<file path="src/rtl/video_bob_deinterlace_pixels_defines.svh">
// ----------------------------------------------------------------------------
// bob deinterlace assertion macros
// shared assertion forms for the bob/weave deinterlace block
// ----------------------------------------------------------------------------
`ifndef VIDEO_BOB_DEINTERLACE_PIXELS_DEFINES_SVH
`define VIDEO_BOB_DEINTERLACE_PIXELS_DEFINES_SVH

`ifndef NO_ASSERTIONS

// same-cycle implication, quiet during reset
`define VBD_ASSERT_SAME(lbl, clk, rst, ante, cons) \
  lbl: assert property (@(posedge clk) disable iff (rst) (ante) |-> (cons)) \
    else $error("bob deinterlace check failed");

// next-cycle implication, quiet during reset
`define VBD_ASSERT_NEXT(lbl, clk, rst, ante, cons) \
  lbl: assert property (@(posedge clk) disable iff (rst) (ante) |=> (cons)) \
    else $error("bob deinterlace check failed");

`else

`define VBD_ASSERT_SAME(lbl, clk, rst, ante, cons)
`define VBD_ASSERT_NEXT(lbl, clk, rst, ante, cons)

`endif

`endif

</file>
<file path="src/rtl/vbd_pkg.sv">
// ----------------------------------------------------------------------------
// vbd_pkg
// types and constants shared by the bob/weave deinterlace block
// ----------------------------------------------------------------------------
package vbd_pkg;

  localparam int LANES      = 4;
  localparam int BUS_W      = 64;
  localparam int WORD_W     = 16;
  localparam int WORD_LANES = BUS_W / WORD_W;
  localparam int ACT_LANES  = (LANES < WORD_LANES) ? LANES : WORD_LANES;

  localparam int LUMA_W  = 7;
  localparam int DIFF_W  = LUMA_W + 1;
  localparam int SQ_SHIFT = 12;
  localparam int SQ_W    = WORD_W - SQ_SHIFT;

  localparam int EDGE_W   = 14;
  localparam int THRESH_W = 13;

  localparam logic [EDGE_W-1:0]   EDGE_RESET   = 14'd625;
  localparam logic [THRESH_W-1:0] THRESH_RESET = 13'd73;

  localparam int PDATA_W = 32;
  localparam int PADDR_W = 3;

  // register index, taken from paddr[2]
  localparam logic REG_EDGE_WEIGHT      = 1'b0;
  localparam logic REG_JAGGIE_THRESHOLD = 1'b1;

  typedef logic [WORD_W-1:0] word_t;

  typedef struct packed {
    logic [EDGE_W-1:0]   edge_weight;
    logic [THRESH_W-1:0] jaggie_threshold;
  } vbd_cfg_t;

  typedef struct packed {
    logic s1_load;
    logic s2_load;
  } vbd_ctrl_t;

endpackage

</file>
<file path="src/rtl/vbd_merge.sv">
// ----------------------------------------------------------------------------
// vbd_merge
// gathers the lane words into the output register
// ----------------------------------------------------------------------------
module vbd_merge
  import vbd_pkg::*;
(
  input  logic             clk,
  input  vbd_ctrl_t        ctrl,
  input  word_t            lane_word [ACT_LANES],
  output logic [BUS_W-1:0] pixels
);

  logic [BUS_W-1:0] pixels_next;

  always_comb begin
    pixels_next = '0;
    for (int i = 0; i < ACT_LANES; i++) begin
      pixels_next[i*WORD_W +: WORD_W] = lane_word[i];
    end
  end

  always_ff @(posedge clk) begin
    if (ctrl.s2_load) begin
      pixels <= pixels_next;
    end
  end

endmodule

</file>
<file path="config.mk">
export PLATFORM = sky130hd
export DESIGN_NAME = vbd_merge
export DESIGN_NICKNAME = d
export VERILOG_FILES = /design/src/rtl/video_bob_deinterlace_pixels_defines.svh /design/src/rtl/vbd_pkg.sv /design/src/rtl/vbd_merge.sv
export SDC_FILE = /design/constraint.sdc
export NUM_CORES = 1
export LEC_CHECK = 0
export BUFFER_PORTS_ARGS = -buffer_cell sky130_fd_sc_hd__clkbuf_2
export CAP_MARGIN = 20
export CORE_MARGIN = 3
export CORE_UTILIZATION = 31
export DETAILED_ROUTE_END_ITERATION = 8
export GPL_ROUTABILITY_DRIVEN = 0
export GPL_TIMING_DRIVEN = 0
export PLACE_DENSITY = 0.65
export SYNTH_ARGS = -nofsm -noshare
export SYNTH_HDL_FRONTEND = slang
export SYNTH_SLANG_ARGS = --single-unit
</file>
<file path="constraint.sdc">
create_clock -name clk -period 0.8 [get_ports clk]
set_clock_uncertainty 0.05 [all_clocks]
set_input_delay 0.12 -clock clk [delete_from_list [all_inputs] [get_ports clk]]
set_output_delay 0.12 -clock clk [all_outputs]
set_load 0.05 [all_outputs]
</file>
==> out/results.tsv <==
metric	value	unit
run_status	complete, but fails checks	
failed_checks	setup timing	
tritoncts_clock_tree	yes	
multiInputGateArea	0	sq um
design.die.area	0.00718	sq mm
timing.critical_path.required	0.63	ns
clockBufferDepth	2	
yosys.cell_count.top_type	sky130_fd_sc_hd__edfxtp_1	
num_rows	28	
grt_usage	0.149	
register_containing_the_most_flip_flops_in_the_final_layout	pixels	
fillers	404	
ant_nets	0	
critical_path_buf_inv_count	1	
yosysTopAreaCell	sky130_fd_sc_hd__edfxtp_1	
die_height	84.7	um
end_kind	output pin	
grt_start_max_net_pins	65	
synthTopCellsByCount	sky130_fd_sc_hd__edfxtp_1 (64)	
layout.core_utilization	0.687	
synth_nets	131	
power-per-cell-area	2220	mW/mm^2
crit_family	flip-flops	
detail_route.vias_per_cell	4.08	
largest_register_ffs	64	
synth.yosys.seq_area_share	1.00	
rsz0062_at_grt	true	
top_registers	pixels: 64 flops	
via_count_of_the_first_global_routing_pass	1578	
synthToLayoutAreaGrowth	113	%
synth_cells	64	
yosysWarningCount	0	
final_max_slew_viol_count	0	
cts_buffers	9	
synth.area.top_cells	sky130_fd_sc_hd__edfxtp_1 (100%)	
effective_utilization_at_floorplan	0.323	
maximum_fanout_encountered_on_the_critical_timing_path	1	
startpoint_type	register	
final_setup_viols	64	
ys_types	1	
maxCapViolCount	0	
layout_setup_ws	-0.298	ns
placement.setup.worst_slack	-0.485	ns
holdPathStages	1	
period_minus_slack	1.10	ns
design.final.nets	335	
relSlewSlack	0.670	
design.portCount	131	
clkTransAtPathRegs	0.07	ns
clock-root-buffer	sky130_fd_sc_hd__clkbuf_8	
timing.setup.critical_path_class	reg -> out	
leading_register_cell_type_out_of_synthesis	sky130_fd_sc_hd__edfxtp_1	
timing.fmax	0.911	GHz
worstHoldStart	ctrl[0]	
post_cts_buffers	0	
netlist_area	0.00192	sq mm
synth.ff_latch_count	64	
path_cells	clkbuf_8	
finalCritPeriodShare	1.37	
cpMaxStageDelayCell	sky130_fd_sc_hd__edfxtp_1	
p_leak	1.73	nW
finalHoldViolations	0	
overflow	0	
slowest_delay	0.40	ns
routed_wirelength_normalized_by_instance_count	14.8	um
proportion_of_register_bits_with_asynchronous_set_or_reset_after_synthesis	0	
post_synth.cell_area_avg	30.0	sq um
hold-path-endpoint	pixels[40]	
width_of_the_die	84.7	um
routed-via-count	1421	
drt_first_iter_violations	42	
length_of_the_first_detailed_routing_pass_in_iterations	4	
wire_length_of_the_first_global_routing_pass	7890	um
synth_top_area_frac	1.00	
core_area	0.00596	sq mm
clock_sink_count	64	
final_layout_size_suffix_gt1_frac	0.516	
timing_worst_slew_pin_value	0.494	ns
antenna_found_initial	0	
total_negative_slack	-17.24	ns
insertedDiodeCount	0	
htree_num_levels	3	
n_multi_input_combinational_cell	0	
drc	0	
place.port_buffers	129	
totalWireLength	5130	um
hp-class	in -> reg	
fin_total_pwr	9.09	mW
synth-edff-count	64	
ir_worst_vdd	1.48	mV
cp_data_arrival_time	0.93	ns
-- cell families after synthesis --
group | after synthesis | synth area share
DFF | 64 | 1.00
-- layer usage --
| layer | wire length [um] | vias to the layer above | global-route usage |
|---|---|---|---|
| met5 | 0 | - | 0 |
| met4 | 108 | 0 | 0.0619 |
| met3 | 437 | 10 | 0.0658 |
| met2 | 2670 | 74 | 0.240 |
| met1 | 1910 | 668 | 0.173 |
| li1 | - | 669 | - |
-- power by group --
group          internal (mW)  switching [mW]  leakage (nW)
Combinational          0.889            1.17          1.00
Clock                   1.74            1.17         0.102
Sequential              3.99           0.124         0.626
Total                   6.63            2.46          1.73
-- metrics by stage --
| step | cell area (sq um) | hold slack (ns) | cells |
|---|---|---|---|
| final | 4090 | 0.297 | 348 |
| after global placement | 2660 | 0.247 | 268 |
| after floorplan | 1920 | 0.169 | 64 |
| after global routing | 4090 | 0.304 | 348 |
| after detailed placement | 2660 | 0.249 | 268 |
| after CTS | 4080 | 0.306 | 348 |
-- cells in the final DEF (no fill, tap or decap) --
cell type / count
sky130_fd_sc_hd__dlygate4sd3_1: 64
sky130_fd_sc_hd__clkbuf_2: 64
sky130_fd_sc_hd__clkinv_1: 1
sky130_fd_sc_hd__clkinv_2: 1
sky130_fd_sc_hd__buf_8: 15
sky130_fd_sc_hd__edfxtp_1: 64
sky130_fd_sc_hd__bufinv_16: 2
sky130_fd_sc_hd__clkbuf_1: 3
sky130_fd_sc_hd__clkbuf_8: 59
-- how the worst max path moves through the flow --
stage | from | end | cells past startpoint
floorplan | pixels[0] | pixels[0] | 0
global placement | ctrl[0] | pixels[32] | 1
detailed placement | ctrl[0] | pixels[9] | 1
CTS | pixels[35] | pixels[35] | 1
global route | pixels[42] | pixels[42] | 1
finish | pixels[42] | pixels[42] | 1
-- timing repair --
| item | CTS | global route |
|---|---|---|
| gates cloned | 0 | 0 |
| endpoints found under the setup margin | 128 | 64 |
| endpoints found under the hold margin | 64 | 0 |
| hold buffers | 64 | 0 |
| resized for setup | 129 | 15 |
-- layout make-up --
| type | count | area [sq um] | share of cell area |
|---|---|---|---|
| Sequential cell | 64 | 1920 | 0.469 |
| Timing Repair Buffer | 193 | 1870 | 0.458 |
| Clock buffer | 12 | 135 | 0.0330 |
| Tap cell | 75 | 93.8 | 0.0229 |
| Clock inverter | 4 | 68.8 | 0.0168 |
(Power assumes the default switching activity.)
