## config.mk

```make
export PLATFORM = sky130hd
export DESIGN_NAME = vbd_lane
export DESIGN_NICKNAME = d
export VERILOG_FILES = /design/src/rtl/video_bob_deinterlace_pixels_defines.svh /design/src/rtl/vbd_pkg.sv /design/src/rtl/vbd_lane.sv
export SDC_FILE = /design/constraint.sdc
export NUM_CORES = 1
export LEC_CHECK = 0
export ABC_AREA = 1
export BUFFER_PORTS_ARGS = -buffer_cell sky130_fd_sc_hd__buf_2
export CORE_UTILIZATION = 45
export CTS_CLUSTER_DIAMETER = 60
export DETAILED_ROUTE_END_ITERATION = 10
export PLACE_DENSITY = 0.77
export SYNTH_ARGS = -nofsm -noshare
export SYNTH_HDL_FRONTEND = slang
export SYNTH_SLANG_ARGS = --single-unit
```

## constraint.sdc

```tcl
create_clock -name clk -period 5.4 [get_ports clk]
set_input_delay 0.54 -clock clk [delete_from_list [all_inputs] [get_ports clk]]
set_output_delay 0.54 -clock clk [all_outputs]
set_load 0.01 [all_outputs]
```

## src/rtl/video_bob_deinterlace_pixels_defines.svh

```systemverilog
// ----------------------------------------------------------------------------
// bob deinterlace assertion macros
// shared assertion forms for the bob/weave deinterlace block
// ----------------------------------------------------------------------------
`ifndef VIDEO_BOB_DEINTERLACE_PIXELS_DEFINES_SVH
`define VIDEO_BOB_DEINTERLACE_PIXELS_DEFINES_SVH

`ifndef NO_ASSERTIONS

// same-cycle implication, quiet during reset
`define VBD_ASSERT_SAME(lbl, clk, rst, ante, cons) \
  lbl: assert property (@(posedge clk) disable iff (rst) (ante) |-> (cons)) \
    else $error("bob deinterlace check failed");

// next-cycle implication, quiet during reset
`define VBD_ASSERT_NEXT(lbl, clk, rst, ante, cons) \
  lbl: assert property (@(posedge clk) disable iff (rst) (ante) |=> (cons)) \
    else $error("bob deinterlace check failed");

`else

`define VBD_ASSERT_SAME(lbl, clk, rst, ante, cons)
`define VBD_ASSERT_NEXT(lbl, clk, rst, ante, cons)

`endif

`endif

```

## src/rtl/vbd_pkg.sv

```systemverilog
// ----------------------------------------------------------------------------
// vbd_pkg
// types and constants shared by the bob/weave deinterlace block
// ----------------------------------------------------------------------------
package vbd_pkg;

  localparam int LANES      = 4;
  localparam int BUS_W      = 64;
  localparam int WORD_W     = 16;
  localparam int WORD_LANES = BUS_W / WORD_W;
  localparam int ACT_LANES  = (LANES < WORD_LANES) ? LANES : WORD_LANES;

  localparam int LUMA_W  = 7;
  localparam int DIFF_W  = LUMA_W + 1;
  localparam int SQ_SHIFT = 12;
  localparam int SQ_W    = WORD_W - SQ_SHIFT;

  localparam int EDGE_W   = 14;
  localparam int THRESH_W = 13;

  localparam logic [EDGE_W-1:0]   EDGE_RESET   = 14'd625;
  localparam logic [THRESH_W-1:0] THRESH_RESET = 13'd73;

  localparam int PDATA_W = 32;
  localparam int PADDR_W = 3;

  // register index, taken from paddr[2]
  localparam logic REG_EDGE_WEIGHT      = 1'b0;
  localparam logic REG_JAGGIE_THRESHOLD = 1'b1;

  typedef logic [WORD_W-1:0] word_t;

  typedef struct packed {
    logic [EDGE_W-1:0]   edge_weight;
    logic [THRESH_W-1:0] jaggie_threshold;
  } vbd_cfg_t;

  typedef struct packed {
    logic s1_load;
    logic s2_load;
  } vbd_ctrl_t;

endpackage

```

## src/rtl/vbd_lane.sv

```systemverilog
// ----------------------------------------------------------------------------
// vbd_lane
// one pixel lane: motion score and choice between average and weave
// ----------------------------------------------------------------------------
module vbd_lane
  import vbd_pkg::*;
(
  input  logic      clk,
  input  vbd_ctrl_t ctrl,
  input  vbd_cfg_t  cfg,
  input  word_t     above,
  input  word_t     other,
  input  word_t     below,
  output word_t     result
);

  logic signed [DIFF_W-1:0] d_above;
  logic signed [DIFF_W-1:0] d_below;
  logic signed [DIFF_W-1:0] d_vert;
  logic signed [WORD_W-1:0] prod_c;
  logic signed [WORD_W-1:0] dsq_c;
  word_t                    avg_c;

  // stage 1 registers
  logic [WORD_W-1:0] prod;
  logic [SQ_W-1:0]   sq;
  word_t             avg;
  word_t             weave;

  logic [SQ_W+EDGE_W-1:0] edge_full;
  logic [WORD_W-1:0]      score;
  logic                   use_avg;

  // luma is the low byte, halved
  assign d_above = $signed({1'b0, above[LUMA_W:1]}) - $signed({1'b0, other[LUMA_W:1]});
  assign d_below = $signed({1'b0, below[LUMA_W:1]}) - $signed({1'b0, other[LUMA_W:1]});
  assign d_vert  = $signed({1'b0, above[LUMA_W:1]}) - $signed({1'b0, below[LUMA_W:1]});
  assign prod_c  = WORD_W'(d_above) * WORD_W'(d_below);
  assign dsq_c   = WORD_W'(d_vert) * WORD_W'(d_vert);

  // bytewise halves summed, no carry crosses the byte boundary
  assign avg_c = {1'b0, above[WORD_W-1:9], 1'b0, above[LUMA_W:1]}
               + {1'b0, below[WORD_W-1:9], 1'b0, below[LUMA_W:1]};

  always_ff @(posedge clk) begin
    if (ctrl.s1_load) begin
      prod  <= prod_c;
      sq    <= dsq_c[WORD_W-1:SQ_SHIFT];
      avg   <= avg_c;
      weave <= other;
    end
  end

  // stage 2: edge penalty, wrap to 16 bits, signed compare
  assign edge_full = (SQ_W+EDGE_W)'(sq) * (SQ_W+EDGE_W)'(cfg.edge_weight);
  assign score     = prod - edge_full[WORD_W-1:0];
  assign use_avg   = $signed(score) > $signed(WORD_W'(cfg.jaggie_threshold));
  assign result    = use_avg ? avg : weave;

endmodule

```

==> flow_metrics.py <==
metrics = {
    "die": {
        "coreArea_um2": 21200,
        "io_pins": 94,
        "die_w_um": 150,
        "core.rowCount": 53,
        "die_area_um2": 22500,
        "die_h_um": 150,
        "initial_core_util": 0.464,
    },
    "global_routing": {
        "grt_pass1_vias": 9032,
        "grt_max_degree": 53,
        "grt_pass1_wl_um": 38800,
        "grt_util_all_layers": 0.214,
        "grt.overflow.total": 0,
        "antenna_found_initial": 0,
    },
    "final_layout": {
        "area_delta_synth_final_pct": 32.9,
        "fin_area_um2": 13100,
        "drive_gt1_frac": 0.314,
        "fin_nets": 1783,
        "antenna_cells": 0,
    },
    "cts": {
        "cts_htree_levels": 2,
        "numCtsBuffers": 5,
        "clock_path_buffers": 2,
        "clk_pin_slew_ns": 0.08,
        "clock-sinks": 52,
        "clock-root-buffer": "clkbuf_16",
        "cts_tree": "done",
    },
    "synthesis": {
        "synth_nets": 1518,
        "synth_cell_types": 38,
        "async_reset_ff_frac": 0,
        "syn_avg_cell_area_um2": 8.38,
        "synth.top_cell.area_share": 0.287,
        "yosysTopAreaCell": "fa_1",
        "ys_ff_latch": 52,
        "synth_ff_type": "edfxtp_1",
        "netlist_area_um2": 9840,
        "yosysSeqAreaShare": 0.159,
        "synthCells": 1175,
        "synth_enable_flop_cells": 52,
        "synth_warnings": 0,
        "synth_area_leaders": "fa_1 (29%), edfxtp_1 (16%), ha_1 (16%), inv_1 (12%), nand2_1 (7.9%)",
    },
    "sta": {
        "tightest_slew_ns": 0.692,
        "timing_hold_violations_final": 0,
        "finalCritPeriodShare": 1.05,
        "timing.final.ws_setup_ns": -0.289,
        "report.final.slew_viol_count": 0,
        "setup_viol": 16,
        "hold_ws_ns": 0.415,
        "relSlewSlack": 0.539,
        "min_period_ns": 5.69,
        "rsz0062_at_grt": "yes",
        "max_freq_mhz": 176,
        "tns_ns": -4.33,
    },
    "outcome": {
        "failed_checks": "setup timing",
        "status": "finished with violations",
    },
    "critical_path": {
        "path_buf_inv": 7,
        "arrival_ns": 5.15,
        "max_stage_delay_ns": 0.54,
        "cp-end-kind": "output pin",
        "critPathSlowestCell": "fa_1",
        "path_delay_family": "adder cells",
        "path_common_cell": "nand2_1",
        "cp_max_fo": 8,
        "start_kind": "flop",
        "worstSetupPathType": "reg -> out",
        "cp.required_ns": 4.86,
    },
    "routing": {
        "vias": 8509,
        "drc": 0,
        "wl_met1_um": 9600,
        "wl_per_cell_um": 14.4,
        "dr.first_iter.drc_count": 375,
        "met3_length_um": 874,
        "wl_um": 24700,
        "firstDrtPassIters": 5,
        "dr_wl_met2_um": 13400,
        "routed_via_density": 4.96,
        "routed.top_layer": "met4",
        "ant_nets": 0,
    },
    "run": {
        "cap_violations": 0,
    },
    "place": {
        "post_dp_cell_area_um2": 11800,
        "port-buffer-count": 88,
        "hpwl_um": 18600,
        "pre_cts_slack_ns": -0.442,
        "place.gp.congestion": 0.903,
    },
    "min_path": {
        "hp-class": "in -> reg",
    },
}
-- routing by layer --
| layer | track usage | vias up |
|---|---|---|
| met5 | 0 | - |
| met1 | 0.238 | 4145 |
| met4 | 0.0742 | 0 |
| met2 | 0.421 | 217 |
| met3 | 0.0177 | 64 |
| li1 | - | 4083 |
-- cell usage in the layout (no fill, tap or decap), types with 6 or more instances in the layout --
master / netlist / final
inv_1: 307 / 283
nand2_1: 208 / 178
buf_4: 1 / 171
fa_1: 141 / 133
ha_1: 124 / 100
nor2_1: 103 / 84
buf_2: 2 / 81
edfxtp_1: 52 / 52
xor2_1: 43 / 42
a21oi_1: 50 / 32
nand2_2: 1 / 24
ha_4: 0 / 24
inv_2: 1 / 23
xnor2_1: 24 / 22
nand3_2: 4 / 20
a21oi_2: 4 / 18
buf_6: 1 / 15
nand3_1: 31 / 14
nor2_2: 1 / 13
o21ai_0: 22 / 10
o21ai_1: 0 / 8
fa_2: 0 / 8
a21o_1: 7 / 7
nand2_4: 1 / 7
nor2_4: 0 / 7
o21bai_1: 6 / 6
-- synthesized netlist by cell type, types with 4 or more instances --
master	count
inv_1	307
nand2_1	208
fa_1	141
ha_1	124
nor2_1	103
edfxtp_1	52
a21oi_1	50
xor2_1	43
nand3_1	31
xnor2_1	24
o21ai_0	22
clkbuf_1	9
a21o_1	7
a31oi_1	6
o21bai_1	6
or2_2	5
a21oi_2	4
nand3_2	4
-- state kept, by name, indices dropped and copies added, names as in the netlist --
| name | count |
|---|---|
| avg | 16 |
| weave | 16 |
| prod | 16 |
| sq | 4 |
-- final timing paths --
check,start,end,cells past startpoint
setup / recovery,sq[3],result[5],27
hold / removal,other[13],weave[13],1
-- timing repair --
action / in CTS / in global routing
setup buffers: 9 / 16
gates resized for setup: 80 / 142
hold buffers: 0 / 0
setup endpoints to repair: 20 / 28
cloned: 2 / 0
hold endpoints to repair: 0 / 0
pin swaps: 69 / 86
-- per-stage QoR --
step	util	instances
after floorplan	-	1175
after global placement	0.554	1681
after detailed placement	0.554	1681
after CTS	0.584	1700
after global routing	0.617	1716
final	0.617	1716
-- cell type report --
cell class              count  area (um2)
fillers                  1625        8140
flip-flops and latches     52        1560
clock buffers               5         125
multi-input cells         803        7950
inverters                 308        1160
well taps                 275         344
clock inverters             3        27.5
repair buffers            270        1920
-- kinds of logic (layout without fill, tap and decap cells) --
| group | Yosys count | in the layout | synth area share |
|---|---|---|---|
| buffers and inverters | 321 | 586 | 0.124 |
| XOR/XNOR | 68 | 68 | 0.0613 |
| flip-flops | 52 | 52 | 0.159 |
| adder cells (fa/ha/maj) | 265 | 265 | 0.444 |
| AND/OR/NAND/NOR | 366 | 367 | 0.152 |
| AO/OA/AOI/OAI | 103 | 103 | 0.0604 |
Power is not shown: default switching activity piles up to over one toggle a cycle in this logic, so the estimate is an artifact.
