$ cat config.mk
export PLATFORM = sky130hd
export DESIGN_NAME = vbd_cfg
export DESIGN_NICKNAME = d
export VERILOG_FILES = /design/src/rtl/video_bob_deinterlace_pixels_defines.svh /design/src/rtl/vbd_pkg.sv /design/src/rtl/vbd_cfg.sv
export SDC_FILE = /design/constraint.sdc
export NUM_CORES = 1
export LEC_CHECK = 0
export ABC_AREA = 1
export BUFFER_PORTS_ARGS = -buffer_cell sky130_fd_sc_hd__buf_4
export CAP_MARGIN = 10
export CORE_ASPECT_RATIO = 1.4
export CORE_MARGIN = 8
export CORE_UTILIZATION = 44
export DETAILED_ROUTE_END_ITERATION = 12
export PLACE_DENSITY = 0.85
export SLEW_MARGIN = 40
export SYNTH_ARGS = -nofsm -noshare
export SYNTH_HDL_FRONTEND = slang
export SYNTH_SLANG_ARGS = --single-unit
export TNS_END_PERCENT = 100
$ cat constraint.sdc
create_clock -name clk -period 2.7 [get_ports clk]
set_clock_uncertainty 0.1 [all_clocks]
set_input_delay 0.675 -clock clk [delete_from_list [all_inputs] [get_ports clk]]
set_output_delay 0.675 -clock clk [all_outputs]
set_load 0.1 [all_outputs]
$ cat src/rtl/video_bob_deinterlace_pixels_defines.svh
// ----------------------------------------------------------------------------
// bob deinterlace assertion macros
// shared assertion forms for the bob/weave deinterlace block
// ----------------------------------------------------------------------------
`ifndef VIDEO_BOB_DEINTERLACE_PIXELS_DEFINES_SVH
`define VIDEO_BOB_DEINTERLACE_PIXELS_DEFINES_SVH

`ifndef NO_ASSERTIONS

// same-cycle implication, quiet during reset
`define VBD_ASSERT_SAME(lbl, clk, rst, ante, cons) \
  lbl: assert property (@(posedge clk) disable iff (rst) (ante) |-> (cons)) \
    else $error("bob deinterlace check failed");

// next-cycle implication, quiet during reset
`define VBD_ASSERT_NEXT(lbl, clk, rst, ante, cons) \
  lbl: assert property (@(posedge clk) disable iff (rst) (ante) |=> (cons)) \
    else $error("bob deinterlace check failed");

`else

`define VBD_ASSERT_SAME(lbl, clk, rst, ante, cons)
`define VBD_ASSERT_NEXT(lbl, clk, rst, ante, cons)

`endif

`endif

$ cat src/rtl/vbd_pkg.sv
// ----------------------------------------------------------------------------
// vbd_pkg
// types and constants shared by the bob/weave deinterlace block
// ----------------------------------------------------------------------------
package vbd_pkg;

  localparam int LANES      = 4;
  localparam int BUS_W      = 64;
  localparam int WORD_W     = 16;
  localparam int WORD_LANES = BUS_W / WORD_W;
  localparam int ACT_LANES  = (LANES < WORD_LANES) ? LANES : WORD_LANES;

  localparam int LUMA_W  = 7;
  localparam int DIFF_W  = LUMA_W + 1;
  localparam int SQ_SHIFT = 12;
  localparam int SQ_W    = WORD_W - SQ_SHIFT;

  localparam int EDGE_W   = 14;
  localparam int THRESH_W = 13;

  localparam logic [EDGE_W-1:0]   EDGE_RESET   = 14'd625;
  localparam logic [THRESH_W-1:0] THRESH_RESET = 13'd73;

  localparam int PDATA_W = 32;
  localparam int PADDR_W = 3;

  // register index, taken from paddr[2]
  localparam logic REG_EDGE_WEIGHT      = 1'b0;
  localparam logic REG_JAGGIE_THRESHOLD = 1'b1;

  typedef logic [WORD_W-1:0] word_t;

  typedef struct packed {
    logic [EDGE_W-1:0]   edge_weight;
    logic [THRESH_W-1:0] jaggie_threshold;
  } vbd_cfg_t;

  typedef struct packed {
    logic s1_load;
    logic s2_load;
  } vbd_ctrl_t;

endpackage

$ cat src/rtl/vbd_cfg.sv
// ----------------------------------------------------------------------------
// vbd_cfg
// apb register file for edge weight and jaggie threshold
// ----------------------------------------------------------------------------
module vbd_cfg
  import vbd_pkg::*;
(
  input  logic               clk,
  input  logic               rst,
  input  logic               psel,
  input  logic               penable,
  input  logic               pwrite,
  input  logic [PADDR_W-1:0] paddr,
  input  logic [PDATA_W-1:0] pwdata,
  output logic [PDATA_W-1:0] prdata,
  output logic               pready,
  output vbd_cfg_t           cfg
);

  logic wr_en;

  assign pready = 1'b1;
  assign wr_en  = psel && penable && pwrite;

  always_ff @(posedge clk) begin
    if (rst) begin
      cfg.edge_weight      <= EDGE_RESET;
      cfg.jaggie_threshold <= THRESH_RESET;
    end else if (wr_en) begin
      unique case (paddr[2])
        REG_EDGE_WEIGHT:      cfg.edge_weight      <= pwdata[EDGE_W-1:0];
        REG_JAGGIE_THRESHOLD: cfg.jaggie_threshold <= pwdata[THRESH_W-1:0];
        default: ;
      endcase
    end
  end

  always_comb begin
    unique case (paddr[2])
      REG_EDGE_WEIGHT:      prdata = PDATA_W'(cfg.edge_weight);
      REG_JAGGIE_THRESHOLD: prdata = PDATA_W'(cfg.jaggie_threshold);
      default:              prdata = '0;
    endcase
  end

endmodule

==> flow_metrics.tcl, run 1 <==
set metrics [dict create \
    status "finished clean" \
    drc 0 \
    hold_viol_final 0 \
    worstPathRequired_ns 1.92 \
    htree_levels 1 \
    postCtsSetupRepairBufs 0 \
    synthMuxAreaShare 0 \
    core_sq_mm 0.003123 \
    grt_setup_unrepaired "no" \
    power.density_mw_per_mm2 584.3 \
    rows 24 \
    worstMarginPinSlew_ns 0.6032 \
    postSynthCellCount 222 \
    post_cts_resized 0 \
    drive_gt1_frac 0.2609 \
    hold_path.startpoint "cfg[19]$_SDFFE_PP1P_" \
    top_regs "cfg x27" \
    route.detailed.wl_per_inst_microns 12.07 \
    syn_to_final_growth_pct 28.89 \
    grt_first_pass_wirelength_microns 6555 \
    cts-root-buf "clkbuf_8" \
    die_w_microns 64.31 \
    diodes 0 \
    ant_nets 0 \
    total_power_uw 1083 \
    finalCritPeriodShare 0.8664 \
    place.gp.congestion 0.7478 \
    wl_microns 3801 \
    synth-seq-cells 27 \
    io_buffers 60 \
    synth_compound_area_frac 0 \
    ys_seq_area_frac 0.3760 \
    cts_made_buffers 3 \
    syn_area_sq_mm 0.001438 \
    fin_crit_ns 2.339 \
    place_ws_ns 0.3485 \
    antenna_found_initial 0 \
    start_util 0.4603 \
    setup_ws_ns 0.3608 \
    dr.pass1.iters 4 \
    synthSimpleGateAreaFrac 0.4238 \
    nNetsFinal 317 \
    grt_max_degree 28 \
    maxCapViolCount 0 \
    cp-startpoint "paddr[2]" \
    top_register "cfg" \
    synth.avg_cell_area_sq_um 6.476 \
    largest_register_ffs 27 \
    critPathLaunchType "primary input" \
    hpwl_microns 2836 \
    ir_worst_vdd_uv 361.0 \
    fin_setup_tns_ns 0 \
    viasPerCell 4.489 \
    io_pins 100 \
    grt_pass1_vias 1425 \
    end_kind "output pin" \
    setup_violations 0 \
    cp.arrival_ns 1.56 \
    hold_buffers 0 \
    clock_path_buffers 2 \
    clock.fmax_ghz 0.4275 \
    synthAdderAreaFrac 0 \
    grt_usage 0.1466 \
    crit_fanout 24 \
    report.final.slew_viol_count 0 \
    clkSinkCount 27 \
    rr_startpoint "cfg[20]$_SDFFE_PP0P_" \
    synth_top_family_by_area "simple AND/OR/NAND/NOR gates" \
    clock_latency_ns 0.26 \
    crit_type "primary input to output pin" \
    p_leak_uw 0.001013 \
    hold_path_class "flip-flop to flip-flop" \
    yosys_warnings 0 \
    drt_iter0_drc 56 \
    synth_xor_area_frac 0 \
    dieArea_sq_mm 0.005379 \
    vias 1414 \
    overflow 0 \
    relSlewSlack 0.5975 \
    clk_pin_slew_worst_paths_ns 0.09 \
    die_h_microns 83.64 \
    whs_ns 0.3912 \
    fill_cells 321 \
    cts_tree "done" \
    ys_types 15 \
]
==> cells by family after synthesis <==
group | after synthesis
buffers and inverters | 46
AND/OR/NAND/NOR | 147
flip-flops | 27
other | 2
==> where the power goes <==
part           switching (uW)  internal (uW)
logic                     366           71.7
registers                10.3            412
clock network             118            105
==> final cells by class <==
cell class,instances,area (sq um),share of cell area
multi-input cells,166,683.2,0.3687
flip-flops and latches,27,540.5,0.2917
repair buffers,63,473.0,0.2552
inverters,16,62.56,0.03376
well taps,39,48.80,0.02633
clock buffers,4,45.04,0.02431
==> stage by stage <==
step	area (sq um)	cells	utilization
global placement	1808	311	0.5789
global route	1853	315	0.5933
floorplan	1504	239	-
detailed placement	1808	311	0.5789
finish	1853	315	0.5933
CTS	1853	315	0.5933
==> path summary, 6_finish.rpt <==
path / slack [ns] / depth (start not counted) / end
worst max-delay path: 0.36 / 5 / prdata[10]
worst min-delay path: 0.39 / 2 / cfg[19]$_SDFFE_PP1P_
worst max register to register: 2.00 / 2 / cfg[20]$_SDFFE_PP0P_
worst min register to register: 0.39 / 2 / cfg[19]$_SDFFE_PP1P_
==> cell usage in the layout, fill, tap and decap left out <==
cell type,synthesis,routed
clkbuf_8,0,3
clkbuf_1,0,1
nor2_4,2,2
nand3_2,1,1
buf_4,20,63
nand2_1,77,77
dfxtp_1,27,27
inv_1,14,14
clkinv_1,1,1
inv_4,1,1
nor2_2,1,2
nor2_1,39,38
nand3_1,27,27
conb_1,2,19
==> critical path: stages <==
cell	delay [ns]
buf_4	0.19
inv_4	0.25
nand2_1	0.08
nand2_1	0.07
buf_4	0.28
==> per-layer routing <==
layer | up-vias | routed length, microns | share of wire | track usage
met5 | - | 0 | 0 | 0
met4 | 0 | 40 | 0.011 | 0.05378
met3 | 2 | 283 | 0.074 | 0.03763
met2 | 47 | 2075 | 0.55 | 0.2813
met1 | 626 | 1401 | 0.37 | 0.1413
li1 | 739 | - | - | -
==> synthesized netlist by cell type <==
library cell	instances	area [sq um]
buf_1	1	3.750
buf_2	6	30.03
buf_4	20	150.1
buf_6	3	33.78
clkinv_1	1	3.750
conb_1	2	7.510
dfxtp_1	27	540.5
inv_1	14	52.55
inv_4	1	6.260
nand2_1	77	289.0
nand3_1	27	135.1
nand3_2	1	10.01
nor2_1	39	146.4
nor2_2	1	6.260
nor2_4	2	22.52
(Power assumes the default switching activity.)
==> run 2, diff against run 1 <==
--- a/config.mk
+++ b/config.mk
@@ -13,6 +13,7 @@
 export CORE_UTILIZATION = 44
 export DETAILED_ROUTE_END_ITERATION = 12
 export PLACE_DENSITY = 0.85
+export REMOVE_ABC_BUFFERS = 1
 export SLEW_MARGIN = 40
 export SYNTH_ARGS = -nofsm -noshare
 export SYNTH_HDL_FRONTEND = slang
==> run 2 against run 1 <==
Non-clock buffer count decreased by 1. Hold slack improved by 0.0064 ns. Power increased by 0.21%. Critical path type unchanged. Critical endpoint is now prdata[4].
==> flow_metrics.tcl, run 2 (same netlist as run 1, synthesis figures left out) <==
set metrics [dict create \
    status "finished clean" \
    switching_share 0.4597 \
    grt_usage 0.1361 \
    power_frac_comb 0.401 \
    postCtsSetupRepairBufs 0 \
    io_pins 100 \
    top_regs "cfg x27" \
    crit_type "primary input to output pin" \
    fill_cells 339 \
    cp.arrival_ns 1.56 \
    hold_viol_final 0 \
    wl_microns 3742 \
    drt_iter0_drc 59 \
    reg2reg_depth 2 \
    vias 1414 \
    path_cells "buf_4 -> inv_4 -> nand2_1 -> nand2_1 -> buf_4" \
    fin_crit_ns 2.337 \
    io_buffers 60 \
    die_w_microns 64.31 \
    clk_pin_slew_worst_paths_ns 0.10 \
    clock_path_buffers 2 \
    p_leak_uw 0.001011 \
    start_util 0.4603 \
    fin_setup_tns_ns 0 \
    cts_tree "done" \
    hold_path_class "flip-flop to flip-flop" \
    r2r_end "cfg[24]$_SDFFE_PP0P_" \
    grt_setup_unrepaired "no" \
    drc 0 \
    htree_levels 1 \
    layout_common_cells "77 x nand2_1, 62 x buf_4, 39 x nor2_1" \
    finalCritPeriodShare 0.8657 \
    dieArea_sq_mm 0.005379 \
    regArea_sq_um 540.5 \
    route.detailed.wl_per_inst_microns 11.92 \
    place.gp.congestion 0.7511 \
    clkSinkCount 27 \
    setup_ws_ns 0.3626 \
    p_sw_uw 498.8 \
    antenna_found_initial 0 \
    diodes 0 \
    drive_gt1_frac 0.2582 \
    dp.cells 310 \
    slowest_stage "buf_4" \
    multi_input_area_sq_um 680.7 \
    clock_latency_ns 0.26 \
    clockPowerShare 0.209 \
    overflow 0 \
    cts_made_buffers 3 \
    crit_fanout 24 \
    final_common_cell "nand2_1" \
    die_h_microns 83.64 \
    cpPeakStageDelay_ns 0.28 \
    largest_register_ffs 27 \
    instances_no_fill 314 \
    r2r_setup_slack_ns 2.00 \
    dr.pass1.iters 4 \
    grt_max_degree 28 \
    hpwl_microns 2763 \
    setup_violations 0 \
    core_sq_mm 0.003123 \
    post_cts_resized 0 \
    viasPerCell 4.503 \
    worstPathRequired_ns 1.92 \
    worstMarginPinSlew_ns 0.7273 \
    ir_worst_vdd_uv 384.4 \
    grt_first_pass_wirelength_microns 6299 \
    ant_nets 0 \
    worstHoldEndpoint "cfg[22]$_SDFFE_PP1P_" \
    cp.depth 5 \
    rr_startpoint "cfg[24]$_SDFFE_PP0P_" \
    sequentialPowerShare 0.390 \
    cts-root-buf "clkbuf_8" \
    syn_to_final_growth_pct 28.29 \
    top_register "cfg" \
    rows 24 \
    maxCapViolCount 0 \
    critPathLaunchType "primary input" \
    relSlewSlack 0.5121 \
    cp.buffers_inverters 3 \
    end_kind "output pin" \
    power.density_mw_per_mm2 588.3 \
    crit_family "buffers and inverters" \
    hold_path.startpoint "cfg[22]$_SDFFE_PP1P_" \
    clock.fmax_ghz 0.4278 \
    grt_pass1_vias 1387 \
    nNetsFinal 316 \
    intPower_uw 586.3 \
    hold_buffers 0 \
    place_ws_ns 0.3510 \
    report.final.slew_viol_count 0 \
    whs_path_depth 2 \
]
-- run 2: cell types whose count changed in the layout (fill, tap and decap cells not counted), sizes merged --
| cell | previous run | this run |
|---|---|---|
| buf | 63 | 62 |
| clkinv | 1 | 2 |
| clkbuf | 4 | 3 |
-- run 2: power groups by stage --
stage / Sequential, uW / Clock (uW) / Combinational (uW)
finish: 423 / 227 / 435
CTS: 423 / 235 / 436
floorplan: 532 / 0 / 250
detailed placement: 432 / 0 / 436
global route: 426 / 250 / 453
global placement: 432 / 0 / 434
-- run 2: area by class of cell --
cell class / count / area share
flip-flops and latches: 27 / 0.2931
multi-input cells: 166 / 0.3691
clock buffers: 3 / 0.02239
repair buffers: 62 / 0.2524
clock inverters: 1 / 0.002714
inverters: 16 / 0.03392
well taps: 39 / 0.02646
-- run 2: layer usage --
layer / global-route usage / share of wire
met1: 0.1405 / 0.39
met2: 0.2568 / 0.53
met3: 0.03091 / 0.071
met4: 0.04183 / 0.0096
met5: 0 / 0
-- run 2: how the worst max path moves through the flow --
stage	from	slack, ns	endpoint
floorplan	cfg[26]$_SDFFE_PP0P_	-0.39	prdata[13]
global placement	paddr[2]	0.37	prdata[4]
detailed placement	paddr[2]	0.35	prdata[4]
CTS	paddr[2]	0.35	prdata[4]
global route	paddr[2]	0.28	prdata[0]
finish	paddr[2]	0.36	prdata[4]
-- run 2: per-stage QoR --
step / total power (uW) / instance area (sq um) / util / hold WS, ns
floorplan: 781.7 / 1284 / - / 0.7012
global placement: 865.5 / 1798 / 0.5757 / 0.3758
detailed placement: 868.4 / 1798 / 0.5757 / 0.3805
CTS: 1094 / 1844 / 0.5905 / 0.3969
global route: 1129 / 1844 / 0.5905 / 0.4260
finish: 1085 / 1844 / 0.5905 / 0.3976
-- run 2: worst min-delay path, delay by kind of cell (launching register included) --
kind | cells | cell delay (ns)
flops | 1 | 0.34
simple gates | 2 | 0.12
